[config.mk]
export PLATFORM = sky130hd
export DESIGN_NAME = gtsa_finder
export DESIGN_NICKNAME = d
export VERILOG_FILES = /design/src/sv/gtsa_pkg.sv /design/src/sv/gtsa_finder.sv
export SDC_FILE = /design/constraint.sdc
export NUM_CORES = 1
export LEC_CHECK = 0
export BUFFER_PORTS_ARGS = -buffer_cell sky130_fd_sc_hd__buf_2
export CORE_ASPECT_RATIO = 1.2
export CORE_MARGIN = 4
export CORE_UTILIZATION = 58
export DETAILED_ROUTE_END_ITERATION = 8
export PLACE_DENSITY = 0.86
export SYNTH_ARGS = -nofsm -noshare
export SYNTH_HDL_FRONTEND = slang
export SYNTH_SLANG_ARGS = --single-unit
export TNS_END_PERCENT = 100
[constraint.sdc]
create_clock -name vclk -period 2.1
set_input_delay 0.105 -clock vclk [all_inputs]
set_output_delay 0.105 -clock vclk [all_outputs]
set_load 0.05 [all_outputs]
[src/sv/gtsa_pkg.sv]
package gtsa_pkg;

    localparam int SLOT_COUNT      = 64;
    localparam int PAYLOAD_BITS    = 64;
    localparam int GENERATION_BITS = 32;

    localparam int SLOT_W  = $clog2(SLOT_COUNT);
    localparam int CNT_W   = $clog2(SLOT_COUNT + 1);
    localparam int OP_W    = 3;
    localparam int INDEX_W = 8;
    localparam int DATA_W  = 64;
    localparam int EXPECT_W = 32;
    localparam int STATUS_W = 2;
    localparam int GRANT_W  = 6;
    localparam int GEN_OUT_W = 32;
    localparam int ACTIVE_W = 7;

    typedef enum logic [OP_W-1:0] {
        OP_ACQUIRE        = 3'd0,
        OP_RELEASE        = 3'd1,
        OP_SILENT_RELEASE = 3'd2,
        OP_LOOKUP         = 3'd3,
        OP_VALIDATE       = 3'd4
    } op_t;

    typedef enum logic [STATUS_W-1:0] {
        ST_OK          = 2'd0,
        ST_NO_FREE     = 2'd1,
        ST_OUT_OF_RANGE = 2'd2,
        ST_NOT_OCCUPIED = 2'd3
    } status_t;

    typedef enum logic {
        FSM_IDLE = 1'b0,
        FSM_EXEC = 1'b1
    } fsm_t;

    typedef struct packed {
        logic              found;
        logic [SLOT_W-1:0] slot;
    } find_t;

endpackage

[src/sv/gtsa_finder.sv]
module gtsa_finder (
    input  logic [gtsa_pkg::SLOT_COUNT-1:0] occ,
    input  logic [gtsa_pkg::SLOT_W-1:0]     hint,
    output gtsa_pkg::find_t                 find
);
    import gtsa_pkg::*;

    logic [SLOT_COUNT-1:0] free_map;
    logic [SLOT_COUNT-1:0] upper_map;
    logic [SLOT_W-1:0]     upper_slot;
    logic [SLOT_W-1:0]     any_slot;

    // The first free slot at or above the hint wins; otherwise the search wraps to slot zero.
    always_comb
    begin
        free_map   = ~occ;
        upper_slot = '0;
        any_slot   = '0;
        for (int i = 0; i < SLOT_COUNT; i++)
        begin
            upper_map[i] = free_map[i] && (SLOT_W'(i) >= hint);
        end
        for (int i = SLOT_COUNT - 1; i >= 0; i--)
        begin
            if (upper_map[i])
            begin
                upper_slot = SLOT_W'(i);
            end
            if (free_map[i])
            begin
                any_slot = SLOT_W'(i);
            end
        end
        find.found = |free_map;
        find.slot  = (|upper_map) ? upper_slot : any_slot;
    end
endmodule

==> results of run 1 <==
## per-stage QoR
stage	std cells	setup TNS, ns	util [%]	setup WS, ns	area [um^2]
2_1_floorplan	486	-0.449	-	-0.173	3230
3_3_place_gp	732	-2.09	85.2	-0.494	4510
3_5_place_dp	732	-2.77	85.2	-0.606	4510
4_1_cts	741	-0.558	93.3	-0.138	4940
## layer usage
metal | overflow | GRT usage [%]
met1 | 0 | 72.8
met2 | 56 | 94.0
met3 | 2 | 51.0
met4 | 50 | 85.7
met5 | 0 | 11.1
## cells by family after synthesis
kind of cell | share of synthesized area [%]
simple gates | 37.5
compound gates | 52.3
buf+inv | 10.2
## timing repair
item | 4_1_cts
setup endpoints to repair | 6
pin swaps | 30
buffers inserted | 9
resized for setup | 86
==> results.ini, run 1 <==
[run_status]
status = aborted with a tool error
lastStage = global routing (5_1_grt)
stop_error = [ERROR GRT-0116] Global routing finished with congestion. Check the congestion regions in the DRC Viewer.

[floorplanning]
io_pins = 77
rows = 29
die_w_um = 75.5
die_h_um = 89.0
initial_utilization_pct = 59.9

[yosys]
netlist_area_um2 = 3170
synthTopCellsByCount = 47 x nand2_1, 45 x a21oi_1, 34 x nor2_1
netlist.area_leader.share_pct = 7.10
ys_top_cells_by_area = a21oi_1 7.1%, nand2_1 5.6%, o211ai_1 4.5%, nand4_1 4.3%, nor2_1 4.0%
syn_inst = 486
synth_top_cell_by_area = a21oi_1
ys_seq_area_share_pct = 0
synth_area_per_cell_um2 = 6.53
post-synth-top-count-cell = nand2_1
synthDistinctLibCells = 85
synth_nets = 556
ys_warn_count = 0

[global_route]
grt_pass1_vias = 6965
grt.total_usage_pct = 74.6
grt_max_degree = 22
grt_pass1_wl_um = 38000
grt_overflow_total = 108

[place]
gp_congestion = 1.25
dp_hpwl_um = 14000
io_buffers = 77

[clock_tree]
hold_buffers = 0

==> run 2, diff against run 1 <==
Settings changed: CORE_ASPECT_RATIO 1.2 to not set, CORE_UTILIZATION 58 to 40, PLACE_DENSITY 0.86 to not set, PLACE_DENSITY_LB_ADDON set to 0.15.
==> results.ini, run 2 <==
[routing]
ant_nets = 0
drt-pass1-iter-count = 5
vias = 5340
route.detailed.drc = 0
wl_per_cell_um = 21.2
wl_um = 17600
vias_per_cell = 6.44
drt_iter0_drc = 556

[worst_setup_path]
crit_slowest_cell = or3_4
cp_top_family = compound AO/OA/AOI/OAI gates
worstPathArrival_ns = 2.40
crit_required_ns = 2.00
slowest_delay_ns = 0.38
path_buf_inv = 5
endpoint_kind = primary output
crit_chain = buf_12 > buf_12 > buf_8 > or3_4 > buf_6 > o22a_1 > a32oi_2 > o21ai_2 > nor3_2 > o211ai_1 > o211ai_1 > buf_4
critPathMaxFanout = 8
start_kind = primary input
worstSetupPathType = primary input to primary output

[yosys]
synthTopCellsByCount = 47 x nand2_1, 45 x a21oi_1, 34 x nor2_1
ys_top_cells_by_area = a21oi_1 7.1%, nand2_1 5.6%, o211ai_1 4.5%, nand4_1 4.3%, nor2_1 4.0%
synth_area_per_cell_um2 = 6.53
synth_nets = 556
post-synth-top-count-cell = nand2_1
ys_warn_count = 0
netlist_area_um2 = 3170
synthDistinctLibCells = 85
syn_inst = 486
ys_seq_area_share_pct = 0
netlist.area_leader.share_pct = 7.10
synth_top_cell_by_area = a21oi_1

[layout]
num-fill-cells = 705
n_antenna_cell = 0
syn2layout_area_growth_pct = 68.5
multi_input_area_um2 = 3100
drive_gt1_share_pct = 48.6
regArea_um2 = 0
fin_util_pct = 69.2
final_cell_mix = 189 x buf_4, 65 x buf_2, 46 x nand2_1
nNetsFinal = 799
clock_buffers = 0
seq_cell_count = 0
final_common_cell = buf_4

[global_route]
antenna_found_initial = 0
grt_overflow_total = 0
grt_max_degree = 24
grt_pass1_vias = 5209
grt_pass1_wl_um = 26400
grt.total_usage_pct = 34.4

[sta]
final.setup.worst_slack_ns = -0.405
slew_viol_final = 0
tightest_slew_ns = 0.572
slew-limit-headroom_pct = 61.6
rsz0062_at_grt = true
finalHoldViolCount = 0
max_freq_mhz = 399
period_share_pct = 119
hold_slack_ns = 0.722
period_needed_ns = 2.51
setup_viol = 6
fin_tns_setup_ns = -1.26

[clock_tree]
hold_buffers = 0

[place]
io_buffers = 77
dp_hpwl_um = 13900
pre_cts_ws_ns = -0.929
gp_congestion = 1.04

[hold_path]
hp-class = primary input to primary output

[floorplanning]
initial_utilization_pct = 41.1
rows = 32
io_pins = 77
core_um2 = 7730
die_h_um = 97.1
die_w_um = 97.1
die-area_um2 = 9420

[power_and_ir_drop]
ir_drop_mv = 0.144
p_leak_uw = 0.00234
power.total_uw = 1290
p_per_area_nw_per_um2 = 240

[run_status]
status = finished, violations left
violations = setup timing

[run]
maxCapViolCount = 0

## run 2: cell counts after synthesis
Identical to the previous run, type by type.
## run 2: through the flow
stage	instance area, um^2	std cells
after global routing	5350	829
final	5350	829
after detailed placement	4830	808
after floorplan	3230	486
after global placement	4830	808
after CTS	5130	821
## run 2: repair_timing
action	in CTS	in global routing
setup endpoints to repair	6	6
pin swaps	22	29
buffers inserted	13	7
gates resized for setup	57	31
cloned	0	1
## run 2: per-layer routing
metal,track usage (%),vias to the layer above,share of wire [%]
li1,-,2446,-
met4,19.2,0,6.0
met1,40.3,2483,38
met3,4.24,79,8.2
met2,60.0,332,48
met5,0,-,0
## run 2: power breakdown
| group | switching [uW] | total (uW) | internal [uW] |
|---|---|---|---|
| clock network | 0 | 0 | 0 |
| logic | 694 | 1290 | 591 |
| registers | 0 | 0 | 0 |
| total | 694 | 1290 | 591 |
## run 2: final cells by class
class | count | area share (%)
inverter | 16 | 1.12
multi-input combinational | 436 | 58.0
tap | 102 | 2.39
timing repair buffer | 275 | 38.5
## run 2: kinds of logic after synthesis
group / count (synthesis) / share of synthesized area [%]
compound gates: 225 / 52.3
buf+inv: 50 / 10.2
simple gates: 211 / 37.5
## run 2: worst min-delay path, delay by kind of cell
| kind | cells | cell delay, ns |
|---|---|---|
| AOI/OAI and AO/OA | 2 | 0.19 |
| buffers and inverters | 2 | 0.32 |
## run 2: path summary, 6_finish.rpt
check                    from      end  slack, ns  cells after the start
worst min-delay path   occ[0]  find[1]       0.72                      4
worst max-delay path  hint[3]  find[1]      -0.41                     12
Power figures use the tool's default switching activity.
