===== src/sv/gtsa_ram.sv =====
module gtsa_ram #(
    parameter int WIDTH = 8,
    parameter int DEPTH = 16
) (
    input  logic                     clk,
    input  logic                     we,
    input  logic [$clog2(DEPTH)-1:0] waddr,
    input  logic [WIDTH-1:0]         wdata,
    input  logic                     re,
    input  logic [$clog2(DEPTH)-1:0] raddr,
    output logic [WIDTH-1:0]         rdata
);
    logic [WIDTH-1:0] mem [DEPTH];
    logic [WIDTH-1:0] rdata_reg;

    always_ff @(posedge clk)
    begin
        if (we)
        begin
            mem[waddr] <= wdata;
        end
        if (re)
        begin
            rdata_reg <= mem[raddr];
        end
    end

    assign rdata = rdata_reg;
endmodule


===== config.mk =====
export PLATFORM = sky130hd
export DESIGN_NAME = gtsa_ram
export DESIGN_NICKNAME = d
export VERILOG_FILES = /design/src/sv/gtsa_ram.sv
export SDC_FILE = /design/constraint.sdc
export NUM_CORES = 1
export LEC_CHECK = 0
export ABC_AREA = 1
export BUFFER_PORTS_ARGS = -buffer_cell sky130_fd_sc_hd__buf_2
export CORE_ASPECT_RATIO = 0.9
export CORE_MARGIN = 2
export CORE_UTILIZATION = 60
export CTS_CLUSTER_SIZE = 25
export DETAILED_ROUTE_END_ITERATION = 10
export GPL_TIMING_DRIVEN = 0
export MAX_ROUTING_LAYER = met4
export PLACE_DENSITY_LB_ADDON = 0.12
export REMOVE_ABC_BUFFERS = 1
export SYNTH_ARGS = -nofsm -noshare
export SYNTH_HDL_FRONTEND = slang
export SYNTH_SLANG_ARGS = --single-unit

===== constraint.sdc =====
create_clock -name clk -period 1.4 [get_ports clk]
set_input_delay 0.35 -clock clk [delete_from_list [all_inputs] [get_ports clk]]
set_output_delay 0.35 -clock clk [all_outputs]
set_load 0.005 [all_outputs]

Yosys cells after proc, flatten, opt, wreduce, memory -nomap -nowiden
Memory sizes are Yosys's and may differ from the RTL's. A register that Yosys moved wholly into a read port is not among the register bits.
Index checks and enable logic that the tools add are counted.
Widths: inputs -> output; s select.

cells by class
  mux-type cells = 2

operator list
  operator  number
  $mux 1    2

storage, ports and cells
  register bits = 0
  memory bits (writable) = 128
  bits of input ports = 19
  output and inout port bits = 8
  logic and storage cells = 3
  memories = 1

memory list
  memory  words  bits a word  read ports  clocked after Yosys merged registers in  wr ports  RTL line  RTL
  mem     16     8            1           1                                        1         13        logic [WIDTH-1:0] mem [DEPTH];

Depth between registers and ports, before layout
  depth in word-level cells = 2
  gate-level depth with buffers = 8
  mapped depth without buffers = 7

Worst setup path before layout
Ideal clock, no wire load.

  path kind = input to register
  from = input port waddr[3]
  to = memory mem[4][0], enable pin
  library setup time = 0.370 ns
  arrival = 0.931 ns
  required time = 1.030 ns
  setup slack = 0.099 ns
  cell stages on the path = 2
  path buffers = 0
  path through = nand3b_1 > nor2_1

RTL lines
  what         RTL line  RTL
  from (decl)  7         input logic [$clog2(DEPTH)-1:0] waddr,
  to (decl)    13

Straight into the memory's write port.

Worst setup path after layout
  from = register rdata_reg[4], in the netlist rdata[4] (read register of mem)
  to = output port rdata[4]

RTL lines
  what         RTL line  RTL
  from (decl)  14        logic [WIDTH-1:0] rdata_reg;
  to (decl)    11        output logic [WIDTH-1:0] rdata

No word-level cell between the ends.

==> impl_results.rst <==
.. list-table::
   :header-rows: 1

   * - Metric
     - Value
   * - Result of the run
     - finished clean
   * - Peak Freq
     - 733 MHz
   * - Clock period minus final worst setup slack
     - 1.36 ns
   * - Number of cells produced by synthesis
     - 551
   * - Summed area of non-filler cells in the final layout
     - 6560 um2
   * - Initial antenna violation count
     - 0
   * - Slowest cell on the critical path
     - sky130_fd_sc_hd__edfxtp_1
   * - Post-synth cell types
     - 11
   * - Highest signal layer in the routed design
     - met4
   * - Number of global-route vias before repair
     - 3586
   * - Total Die Area
     - 10600 um2
   * - Total congestion overflow
     - 0
   * - Critical Path Sink Type
     - output pin
   * - Cells on Worst Hold Path
     - 1
   * - Share of total power in combinational logic
     - 0.056
   * - Number of nets in the layout
     - 591
   * - Register bit total from synthesis
     - 136
   * - Post-synth design cell area
     - 5850 um2
   * - Chain of cells forming the critical path
     - buf_2
   * - Leakage Power
     - 2.81 nW
   * - Number of cells in the design after placement
     - 679
   * - Worst skew pair latency
     - 0.52 ns
   * - Part of the total power dissipated in the clock network
     - 0.457
   * - DR WL met2
     - 5930 um
   * - Wl on met1
     - 5600 um
   * - Number of filler instances in the final layout
     - 717
   * - Routed Wire Length
     - 12700 um
   * - Initial Util
     - 0.611
   * - Critical Path AT
     - 1.01 ns
   * - Post-CTS setup buffer count
     - 0
   * - Peak ir drop on the vdd network
     - 0.885 mV
   * - Maxcap violations
     - 0
   * - Maximum number of pins on one net before global-route repair
     - 66
   * - Clock-pin slew on the worst setup and hold paths
     - 0.06 ns
   * - Required time at the endpoint of the critical path
     - 1.05 ns
   * - Number of core rows
     - 34
   * - Inserted Clock Buffers
     - 17
   * - Clock tree from TritonCTS
     - yes
   * - Final-report max-slew violation count
     - 0
   * - First-pass GRT wire length
     - 19700 um
   * - RSZ-0062 raised after global routing
     - true
   * - Flop-to-flop setup slack
     - 0.19 ns
   * - Met3 routed WL
     - 956 um
   * - Power share of the sequential group
     - 0.487
   * - Number of DRC markers after the initial detailed-route iteration
     - 347
   * - Total global-route track usage
     - 0.268
   * - Clk_skew
     - 0.00856 ns
   * - Areal power density over the cells
     - 1440 nW/um2
   * - Half-perimeter wire length after detailed placement
     - 7270 um
   * - Yosys warnings
     - 0
   * - Vias/cell
     - 5.43
   * - Critical Path Start Type
     - register
   * - Port Buf Inserts
     - 26
   * - Diodes inserted
     - 0
   * - Reg-to-Reg Start
     - mem[4][4]
   * - Core Area
     - 9570 um2
   * - Most common library cell in the layout ignoring fill and taps
     - sky130_fd_sc_hd__nand2_1
   * - Gate family responsible for the most delay along the worst path
     - flip-flops
   * - Die boundary height
     - 97.7 um
   * - Depth of the worst register-to-register path
     - 6
   * - Residual DRC
     - 0
   * - Internal power component
     - 0.00742 W
   * - CTS sink count
     - 136
   * - Io pins
     - 27
   * - Library cell used as clock root buffer
     - sky130_fd_sc_hd__clkbuf_8
   * - Endpoint of the worst hold path
     - rdata[4]
   * - R2R Path End
     - rdata[4]
   * - Worst slew pin tran
     - 0.951 ns
   * - Tightest Hold Check Type
     - primary input to register
   * - Switching Fraction
     - 0.216
   * - Delay contributed by the slowest stage of the critical path
     - 0.36 ns
   * - Clock tree buffer depth
     - 2
   * - Die X-Extent
     - 108 um
   * - Hold Path Origin
     - re
   * - Worst slew slack as a fraction of its limit
     - 0.364
   * - Share of final-layout standard cells stronger than drive strength 1
     - 0.0925
   * - Crit-path max FO
     - 1
   * - Number of endpoints failing setup at the final stage
     - 0
   * - Final critical-path share of the clock period
     - 0.975
   * - Cell area after placement
     - 5970 um2
   * - Class of the most critical setup path
     - register to output pin
   * - Post-route antenna net violation count
     - 0
   * - Switching power of the nets
     - 0.00205 W
   * - Average cell area after synthesis
     - 10.6 um2
   * - Cell Count, Final, Fillers Out
     - 710
   * - Sequential cell area fraction in the yosys report
     - 0.698
   * - Post-DR wirelength/cell
     - 17.9 um
   * - Clock H-tree levels
     - 4
   * - Area growth, synth to finish
     - 12.3%
   * - Final hold vios
     - 0
   * - Final GP Congestion
     - 0.804
   * - DR pass1 iterations
     - 5
   * - Commonest cells after routing, fill and taps aside
     - sky130_fd_sc_hd__nand2_1 (173), sky130_fd_sc_hd__edfxtp_1 (136), sky130_fd_sc_hd__inv_1 (100)
   * - Flip-flop count of the largest register, all copies and words added
     - 128
   * - Worst path bufs/invs
     - 1
   * - Via count
     - 3855
[worst max path at each step]
stage | from | endpoint | slack, ns | depth (start not counted)
floorplan | raddr[0] | rdata[2] | -0.07 | 6
detailed placement | raddr[0] | rdata[4] | -1.70 | 8
finish | rdata[4] | rdata[4] | 0.04 | 1
global route | rdata[4] | rdata[4] | -0.01 | 1
CTS | rdata[4] | rdata[4] | 0.01 | 1
global placement | raddr[0] | rdata[4] | -1.69 | 8
[kinds of logic (layout without fill, tap and decap cells)]
group / count (synthesis) / count (layout) / synth area share
flops: 136 / 136 / 0.698
simple gates: 289 / 289 / 0.208
buf+inv: 126 / 159 / 0.0939
[stage by stage]
stage	setup slack, ns	setup TNS, ns	hold slack, ns	utilization	total power, W
floorplan	-0.0706	-0.509	0.449	-	0.00494
global placement	-1.69	-50.78	0.681	0.624	0.00520
detailed placement	-1.70	-54.80	0.698	0.624	0.00521
CTS	0.0137	0	0.164	0.685	0.00947
global route	-0.0143	-0.0143	0.167	0.686	0.00973
finish	0.0353	0	0.169	0.686	0.00946
[worst register-to-register path: stages, from the launching register on]
cell and delay [ns]:
sky130_fd_sc_hd__edfxtp_1 0.37, sky130_fd_sc_hd__inv_1 0.08, sky130_fd_sc_hd__nand2_1 0.07, sky130_fd_sc_hd__nand3_1 0.10, sky130_fd_sc_hd__nand3_1 0.08, sky130_fd_sc_hd__nand3_1 0.15
sky130_fd_sc_hd__nand2_1 0.11
[synth_stat cells (all sizes together)]
library cell  count  area share
nand2           173        0.11
edfxtp          136        0.70
inv             102       0.065
nand3            97       0.083
buf              24       0.028
nor2             17       0.011
nand3b            2      0.0026
[what timing repair did]
action | CTS | global route
resized for setup | 7 | 1
hold buffers | 0 | 0
endpoints found under the setup margin | 8 | 8
hold endpoints to repair | 0 | 0
cloned | 0 | 0
[power groups by stage]
| stage | logic [W] | registers (W) | clock network [W] |
|---|---|---|---|
| final | 0.000533 | 0.00461 | 0.00432 |
| after global routing | 0.000593 | 0.00462 | 0.00452 |
| after CTS | 0.000528 | 0.00461 | 0.00433 |
| after detailed placement | 0.000520 | 0.00469 | 0 |
| after global placement | 0.000508 | 0.00469 | 0 |
| after floorplan | 0.000246 | 0.00469 | 0 |
[area by class of cell]
class	count	area, um2	area share
inverter	102	393	0.0599
clock inverter	13	155	0.0236
clock buffer	18	418	0.0637
timing repair buffer	26	143	0.0217
tap	126	158	0.0240
sequential	136	4080	0.622
multi-input combinational	289	1210	0.185
[per-layer routing]
layer / vias up / GRT usage
li1: 1826 / -
met5: - / -
met4: 0 / 0.0759
met2: 186 / 0.380
met1: 1825 / 0.389
met3: 18 / 0.0677
No activity file was read; power rests on OpenSTA's default activity.
